File: src/hdl/ghcv_pkg.sv
// ghcv_pkg: shared types and constants of the gradient hough circle voter
// no dependencies; used by ghcv_offset, ghcv_table and the top level
package ghcv_pkg;

  localparam int unsigned AR_W    = 7;   // |trial radius|, up to 66
  localparam int unsigned GRAD_W  = 10;  // |X| or |Y|, up to 1020
  localparam int unsigned SUM_W   = 21;  // X*X + Y*Y, up to 2080800
  localparam int unsigned QUO_W   = 29;  // r^2*A^2*65536/S stays below 2^29
  localparam int unsigned OFF_W   = 15;  // q8 offset, up to 256*66
  localparam int unsigned COORD_W = 10;
  localparam int unsigned CNT_W   = 16;

  localparam logic [SUM_W-1:0] GRAD_SQ_LIM = SUM_W'(200 * 200);
  localparam logic [CNT_W-1:0] CNT_MAX     = '1;

  // configuration register indexes
  localparam logic [1:0] REG_RADIUS   = 2'd0;
  localparam logic [1:0] REG_RANGE    = 2'd1;
  localparam logic [1:0] REG_MIN_CONF = 2'd2;

  typedef struct packed {
    logic signed [COORD_W-1:0] x;
    logic signed [COORD_W-1:0] y;
    logic [CNT_W-1:0]          count;
  } entry_t;

endpackage

File: src/hdl/ghcv_offset.sv
// ghcv_offset: sequential q8 offset unit, isqrt(r^2 * a^2 * 65536 / s)
// multiply, restoring divide (one bit a cycle), digit-serial square root
// depends on ghcv_pkg
module ghcv_offset (
  input  logic                             clk,
  input  logic                             rst_n,
  input  logic                             start,
  input  logic [ghcv_pkg::AR_W-1:0]        ar,
  input  logic [ghcv_pkg::GRAD_W-1:0]      a,
  input  logic [ghcv_pkg::SUM_W-1:0]       s,
  output logic                             done,
  output logic [ghcv_pkg::OFF_W-1:0]       off
);

  typedef enum logic [4:0] {
    O_IDLE = 5'b00001,
    O_MUL1 = 5'b00010,
    O_MUL2 = 5'b00100,
    O_DIV  = 5'b01000,
    O_SQRT = 5'b10000
  } ostate_t;

  localparam int unsigned AR2_W = 2 * ghcv_pkg::AR_W;
  localparam int unsigned A2_W  = 2 * ghcv_pkg::GRAD_W;
  localparam int unsigned PR_W  = AR2_W + A2_W;
  localparam int unsigned QW    = ghcv_pkg::QUO_W;
  localparam int unsigned SW    = ghcv_pkg::SUM_W;

  ostate_t                 state_r, state_nxt;
  logic [ghcv_pkg::AR_W-1:0]   ar_r;
  logic [ghcv_pkg::GRAD_W-1:0] a_r;
  logic [SW-1:0]           s_r;
  logic [AR2_W-1:0]        ar2_r;
  logic [A2_W-1:0]         a2_r;
  logic [SW-1:0]           rem_r, rem_nxt;
  logic [QW-1:0]           dq_r, dq_nxt;
  logic [4:0]              cnt_r, cnt_nxt;
  logic [QW-1:0]           v_r, v_nxt;
  logic [QW-1:0]           res_r, res_nxt;
  logic [QW-1:0]           bit_r, bit_nxt;
  logic                    done_r, done_nxt;
  logic [ghcv_pkg::OFF_W-1:0] off_r, off_nxt;

  logic [PR_W-1:0]         prod;
  logic [SW:0]             trial;
  logic                    qbit;
  logic [QW:0]             sq_sum;
  logic                    sq_take;

  assign prod    = PR_W'(ar2_r) * PR_W'(a2_r);
  assign trial   = {rem_r, dq_r[QW-1]};
  assign qbit    = (trial >= {1'b0, s_r});
  assign sq_sum  = {1'b0, res_r} + {1'b0, bit_r};
  assign sq_take = ({1'b0, v_r} >= sq_sum);

  always_comb begin
    state_nxt = state_r;
    rem_nxt   = rem_r;
    dq_nxt    = dq_r;
    cnt_nxt   = cnt_r;
    v_nxt     = v_r;
    res_nxt   = res_r;
    bit_nxt   = bit_r;
    done_nxt  = 1'b0;
    off_nxt   = off_r;
    case (state_r)
      O_IDLE: begin
        if (start) begin
          state_nxt = O_MUL1;
        end
      end
      O_MUL1: begin
        state_nxt = O_MUL2;
      end
      O_MUL2: begin
        // numerator is prod << 16; its top bits are already below s
        rem_nxt   = SW'(prod[PR_W-1:QW-16]);
        dq_nxt    = {prod[QW-17:0], 16'b0};
        cnt_nxt   = 5'(QW - 1);
        state_nxt = O_DIV;
      end
      O_DIV: begin
        rem_nxt = qbit ? SW'(trial - {1'b0, s_r}) : SW'(trial);
        dq_nxt  = {dq_r[QW-2:0], qbit};
        if (cnt_r == '0) begin
          v_nxt     = {dq_r[QW-2:0], qbit};
          res_nxt   = '0;
          bit_nxt   = QW'(1) << (QW - 1);
          cnt_nxt   = 5'(QW / 2);
          state_nxt = O_SQRT;
        end else begin
          cnt_nxt = cnt_r - 5'd1;
        end
      end
      O_SQRT: begin
        if (sq_take) begin
          v_nxt   = v_r - sq_sum[QW-1:0];
          res_nxt = (res_r >> 1) + bit_r;
        end else begin
          res_nxt = res_r >> 1;
        end
        bit_nxt = bit_r >> 2;
        if (cnt_r == '0) begin
          off_nxt   = res_nxt[ghcv_pkg::OFF_W-1:0];
          done_nxt  = 1'b1;
          state_nxt = O_IDLE;
        end else begin
          cnt_nxt = cnt_r - 5'd1;
        end
      end
      default: begin
        state_nxt = O_IDLE;
      end
    endcase
  end

  always_ff @(posedge clk) begin
    if (!rst_n) begin
      state_r <= O_IDLE;
      done_r  <= 1'b0;
    end else begin
      state_r <= state_nxt;
      done_r  <= done_nxt;
    end
  end

  always_ff @(posedge clk) begin
    if (state_r == O_IDLE && start) begin
      ar_r <= ar;
      a_r  <= a;
      s_r  <= s;
    end
    if (state_r == O_MUL1) begin
      ar2_r <= AR2_W'(ar_r) * AR2_W'(ar_r);
      a2_r  <= A2_W'(a_r) * A2_W'(a_r);
    end
    rem_r <= rem_nxt;
    dq_r  <= dq_nxt;
    cnt_r <= cnt_nxt;
    v_r   <= v_nxt;
    res_r <= res_nxt;
    bit_r <= bit_nxt;
    off_r <= off_nxt;
  end

  assign done = done_r;
  assign off  = off_r;

endmodule

File: config.mk
export PLATFORM = sky130hd
export DESIGN_NAME = ghcv_offset
export DESIGN_NICKNAME = d
export VERILOG_FILES = /design/src/hdl/ghcv_pkg.sv /design/src/hdl/ghcv_offset.sv
export SDC_FILE = /design/constraint.sdc
export NUM_CORES = 1
export LEC_CHECK = 0
export BUFFER_PORTS_ARGS = -buffer_cell sky130_fd_sc_hd__buf_2
export CAP_MARGIN = 20
export CORE_ASPECT_RATIO = 0.6
export CORE_MARGIN = 8
export CORE_UTILIZATION = 55
export DETAILED_ROUTE_END_ITERATION = 8
export HOLD_SLACK_MARGIN = 0.06
export PLACE_DENSITY = 0.73
export REMOVE_ABC_BUFFERS = 1
export SYNTH_ARGS = -nofsm -noshare
export SYNTH_HDL_FRONTEND = slang
export SYNTH_SLANG_ARGS = --single-unit
File: constraint.sdc
create_clock -name clk -period 8.1 [get_ports clk]
set_clock_uncertainty 0.05 [all_clocks]
set_input_delay 1.62 -clock clk [delete_from_list [all_inputs] [get_ports clk]]
set_output_delay 1.62 -clock clk [all_outputs]
set_load 0.005 [all_outputs]
* Word level (Yosys, flattened, before mapping)
Index checks and enable logic that the tools add are counted.
** Word-level totals
- Register bits after elaboration :: 235
- Bits in latches :: 0
- Bits in writable memories :: 0
- ROM bits :: 0
- Word-level logic and storage cells :: 64
- Memories :: 0
** Operators by class
- Add/subtract/negate cells :: 5
- Multiply operators :: 3
- Div/mod/pow operators :: 0
- Magnitude comparators :: 2
- Eq/ne operators :: 10
- Shift operators :: 0
- Mux-type cells :: 19
- Bitwise gates (word level) :: 0
- Reduce and logical (&&, ||, !) cells :: 11
** Operators by type and width (number)
- $pmux 29 s2 :: 4
- $mux 29 :: 5
- $pmux 21 s2 :: 1
- $mul 14x20->34 :: 1
- $add 29x29->30 :: 1
- $ge 29x30->1 :: 1
- $add 28x29->29 :: 1
- $sub 29x29->29 :: 1
- $mux 5 :: 5
- $pmux 5 s5 :: 1
- $ge 22x21->1 :: 1
- $mux 21 :: 1
- $sub 21x21->21 :: 1
- $mul 10x10->20 :: 1
- $pmux 5 s3 :: 1
- $mul 7x7->14 :: 1
- $ne 2x2->1 const B :: 5
- $reduce_and 2->1 :: 4
- $reduce_and 3->1 :: 2
- $eq 5x1->1 const B :: 1
- $eq 5x2->1 const B :: 1
- $eq 5x3->1 const B :: 1
- $eq 5x4->1 const B :: 1
- $eq 5x5->1 const B :: 1
- 6 further kinds :: 7

* Depth between registers and ports, before layout
- Depth in word-level cells :: 4
- Mapped depth :: 24

* Worst setup path after synthesis
OpenSTA, ideal clock, no wires.
- Path kind :: reg-to-reg
- Start point :: register ar2_r[10]
- End point :: register rem_r[14] (data pin)
- Library setup time :: 272 ps
- Data arrival time :: 6606 ps
- Required time :: 7778 ps
- Path slack :: 1172 ps
- Cell stages (with the launch flop) :: 23
- Path buffers :: 2
- Period minus slack after synthesis :: 6928 ps
- Path through :: edfxtp_1 > clkbuf_1 > clkbuf_1 > nand2_1 > fa_1 > inv_1 > fa_1 > fa_1 > fa_1 > fa_1 > inv_1 > fa_1 > inv_1 > ha_1 > a21o_1 > a21o_1 > a2111oi_0 > a31oi_1 > a311oi_1 > o21bai_1 > a31oi_1 > nor4b_1 > or4_1
** On the way
- Cells in the longest elaborated chain, start to end :: 2
** RTL lines
- start: declaration :: RTL line ghcv_offset.sv:33 : logic [AR2_W-1:0] ar2_r;
- start signal: assignment :: RTL line ghcv_offset.sv:134 : ar2_r <= AR2_W'(ar_r) * AR2_W'(ar_r);
- $mul 14x20->34 :: RTL line ghcv_offset.sv:50 : assign prod = PR_W'(ar2_r) * PR_W'(a2_r);
- $pmux 21 s2 :: RTL line ghcv_offset.sv:66 : case (state_r)
- via rem_nxt[14] :: RTL line ghcv_offset.sv:35 : logic [SW-1:0] rem_r, rem_nxt;
- end signal: assignment :: RTL line ghcv_offset.sv:137 : rem_r <= rem_nxt;
- end: declaration :: RTL line ghcv_offset.sv:35
The timed path passes the listed nets, and every way through them passes these cells.
A chain may end at the register's enable or synchronous reset.

* Worst setup path in the final report
- Start point :: register ar2_r[3]
- End point :: register rem_r[19] (data pin)
Same word-level chain as after synthesis.

==> out/qor.txt <==
CTS sink cnt -> 219
VDD IR max -> 0.498 mV
Number of DRC markers in iteration 0 -> 1,680
Hold Path End -> v_r[26]$_DFFE_PP_
Die W -> 289 um
Initial Util -> 0.552
Synthesized cell area -> 0.0245 sq mm
Initial antenna violation count -> 0
Routed len/inst -> 18.3 um
Port Buffer Count -> 56
Pwr Total -> 10.8 mW
Hold Crit Class -> reg -> reg
CTS Hold Bufs -> 0
Synth top area share -> 0.261
Vias -> 17,852
Vias in the first global route -> 17,861
Post-placement cell count -> 3,095
Power Dens Cells -> 413 mW/mm^2
Syn avg cell area -> 9.76 sq um
Worst-Skew Late Latency -> 0.55 ns
Final Slew Violations -> 0
Grt total ovfl -> 0
RSZ-0062 raised after global routing -> false
Final instance area -> 0.0263 sq mm
Synth cell count leaders -> 309 x inv_1, 280 x nand2_1, 266 x ha_1
Sum Neg Setup Slack -> 0 ns
Layout area overhead -> 7.11%
Final ANT Viol Nets -> 0
Final Hold Slack -> 0.502 ns
Routability cong. -> 0.915
Worst relative slew slack -> 0.276
Worst Hold Depth -> 2
Post-synth EDFFs -> 213
Flops & latches, synth -> 219
Endpoints failing setup -> 0
Pre-antenna DRT Iters -> 5
Min-Delay Startpoint -> dq_r[25]$_DFFE_PP_
Clock period minus worst slack -> 7.64 ns
Main synth FF type -> edfxtp_1
Reg-to-Reg End -> rem_r[19]$_DFFE_PP_
Die area -> 0.0518 sq mm
Total CTS buffers -> 24
Critical path data required time -> 8.31 ns
Asr flop ratio synth -> 0
# nets final -> 3,094
Ports -> 57
Max clock buf depth -> 3
Worst Path Max Fanout -> 19
CTS tree -> built
Share of cells above drive strength 1 -> 0.0576
Row count -> 60
CTS clk-pin slew, worst paths -> 0.07 ns
Crit path DAT -> 7.85 ns
Die height -> 180 um
Root Driver -> clkbuf_16
Post-CTS Setup Inserts -> 0
Netlist cell types -> 70
First-pass GRT wire length -> 93.6 mm
Yosys synthesis warning count -> 0
Placed Area -> 0.0254 sq mm
Worst R2R Path Depth -> 21
Status -> finished clean
Max Cap Viol -> 0
DRC viols -> 0
Avg Vias per Cell -> 5.69
Synth top area cells -> edfxtp_1 26%, fa_1 21%, ha_1 14%, and2_1 5.3%, inv_1 4.7%
Most frequent cell after synthesis -> inv_1
Final hold violation count -> 0
Worst-Margin Slew -> 1.09 ns
Tcrit/Tclk final -> 0.943
Post-DP HPWL -> 45.1 mm
Core ar. -> 0.0444 sq mm
Mapped Cells -> 2,511
Critical Path Source Type -> flip-flop
Critical path class -> reg -> reg
Cell Count, Final, Fillers Out -> 3,139
Worst R2R Setup Slack -> 0.46 ns
Post-Route WL -> 57.4 mm
Static leakage -> 12.0 nW
Fmax -> 131 MHz
Critical Path Sink Type -> flip-flop
Number of diodes -> 0
Fillers -> 3,717
Cell taking the most area after synthesis -> edfxtp_1
R2r startpoint -> ar2_r[3]$_DFFE_PP_
Largest net degree at the start of global routing -> 76
H-tree levels -> 1
All-layer global routing usage -> 0.219
Post-cts gate resize count -> 0
Seq/Total Area, Yosys -> 0.266
-- placed cells by master (no fill, tap or decap), types with 25 or more instances in the layout --
cell type  netlist  layout
inv_1          309     307
nand2_1        280     279
ha_1           266     266
fa_1           253     253
edfxtp_1       213     213
and2_1         209     208
nor2_1         120     120
a21oi_1        109     109
o21ai_0        103     102
xnor2_1         85      85
xor2_1          65      65
buf_2            2      56
a21o_1          54      54
a31oi_1         38      38
nand3_1         29      29
nor3_1          29      28
clkbuf_16        0      25
-- metal layers --
| metal | part of all wire | routed length [um] | global-route usage |
|---|---|---|---|
| met5 | 0 | 0 | 0 |
| met4 | 0.011 | 640 | 0.0303 |
| met3 | 0.085 | 4850 | 0.0411 |
| met2 | 0.40 | 22700 | 0.304 |
| met1 | 0.51 | 29200 | 0.356 |
-- metrics by stage --
| step | setup WS, ns | utilization |
|---|---|---|
| floorplan | 1.03 | - |
| global placement | 0.741 | 0.572 |
| detailed placement | 0.572 | 0.572 |
| CTS | 0.548 | 0.591 |
| global route | 0.0894 | 0.592 |
| finish | 0.458 | 0.592 |
-- worst max path at each step --
| stage | start | endpoint | slack [ns] |
|---|---|---|---|
| finish | ar2_r[3]$_DFFE_PP_ | rem_r[19]$_DFFE_PP_ | 0.46 |
| global route | ar2_r[7]$_DFFE_PP_ | rem_r[14]$_DFFE_PP_ | 0.09 |
| CTS | ar2_r[7]$_DFFE_PP_ | rem_r[14]$_DFFE_PP_ | 0.55 |
| detailed placement | ar2_r[7]$_DFFE_PP_ | rem_r[14]$_DFFE_PP_ | 0.57 |
| global placement | ar2_r[7]$_DFFE_PP_ | rem_r[14]$_DFFE_PP_ | 0.74 |
| floorplan | res_r[4]$_SDFFCE_PN0P_ | v_r[0]$_DFFE_PP_ | 1.03 |
-- registers in the layout, summed over array words and instances, names as in the netlist --
register and flops:
a2_r 19, s_r 21, ar2_r 13, a_r 10
off 15, rem_r 21, bit_r 15, dq_r 29
ar_r 7, state_r 5, cnt_r 5, v_r 29
res_r 29, done 1
-- worst max-delay path: stages, from the launching register on --
cell and delay (ns):
edfxtp_1 0.79, and2_1 0.25, fa_1 0.43, ha_1 0.34, fa_1 0.53, inv_1 0.05
fa_1 0.50, inv_1 0.06, fa_1 0.52, inv_1 0.05, fa_1 0.52, inv_1 0.04
ha_1 0.35, a2111oi_0 0.39, o21ai_0 0.33, a41oi_1 0.63, a2111oi_0 0.34, or3_1 0.47
a31oi_1 0.27, o21ai_0 0.15, xnor2_1 0.17, a21boi_0 0.10
-- power breakdown --
| part | switching (mW) | internal, mW |
|---|---|---|
| logic | 4.46 | 3.47 |
| registers | 0.0681 | 1.66 |
| clock network | 0.477 | 0.710 |
| total | 5.00 | 5.85 |
-- logic make-up (layout without fill, tap and decap cells) --
| group | Yosys count | in the layout | share of synthesized area |
|---|---|---|---|
| mux | 23 | 23 | 0.0104 |
| xor+xnor | 150 | 150 | 0.0536 |
| fa+ha+maj | 519 | 519 | 0.342 |
| compound gates | 428 | 428 | 0.111 |
| buf+inv | 401 | 430 | 0.0621 |
| other cells | 1 | 11 | 0.000153 |
| flops | 219 | 219 | 0.266 |
| simple gates | 770 | 770 | 0.154 |
-- area by class of cell --
type,instances,area (sq um),area share
Timing Repair Buffer,79,478,0.0182
Multi-Input combinational cell,1901,16500,0.630
Clock inverter,10,163,0.00620
Tap cell,589,737,0.0281
Sequential cell,219,6520,0.248
Clock buffer,32,672,0.0256
Inverter,309,1160,0.0442
Power figures use the tool's default switching activity.
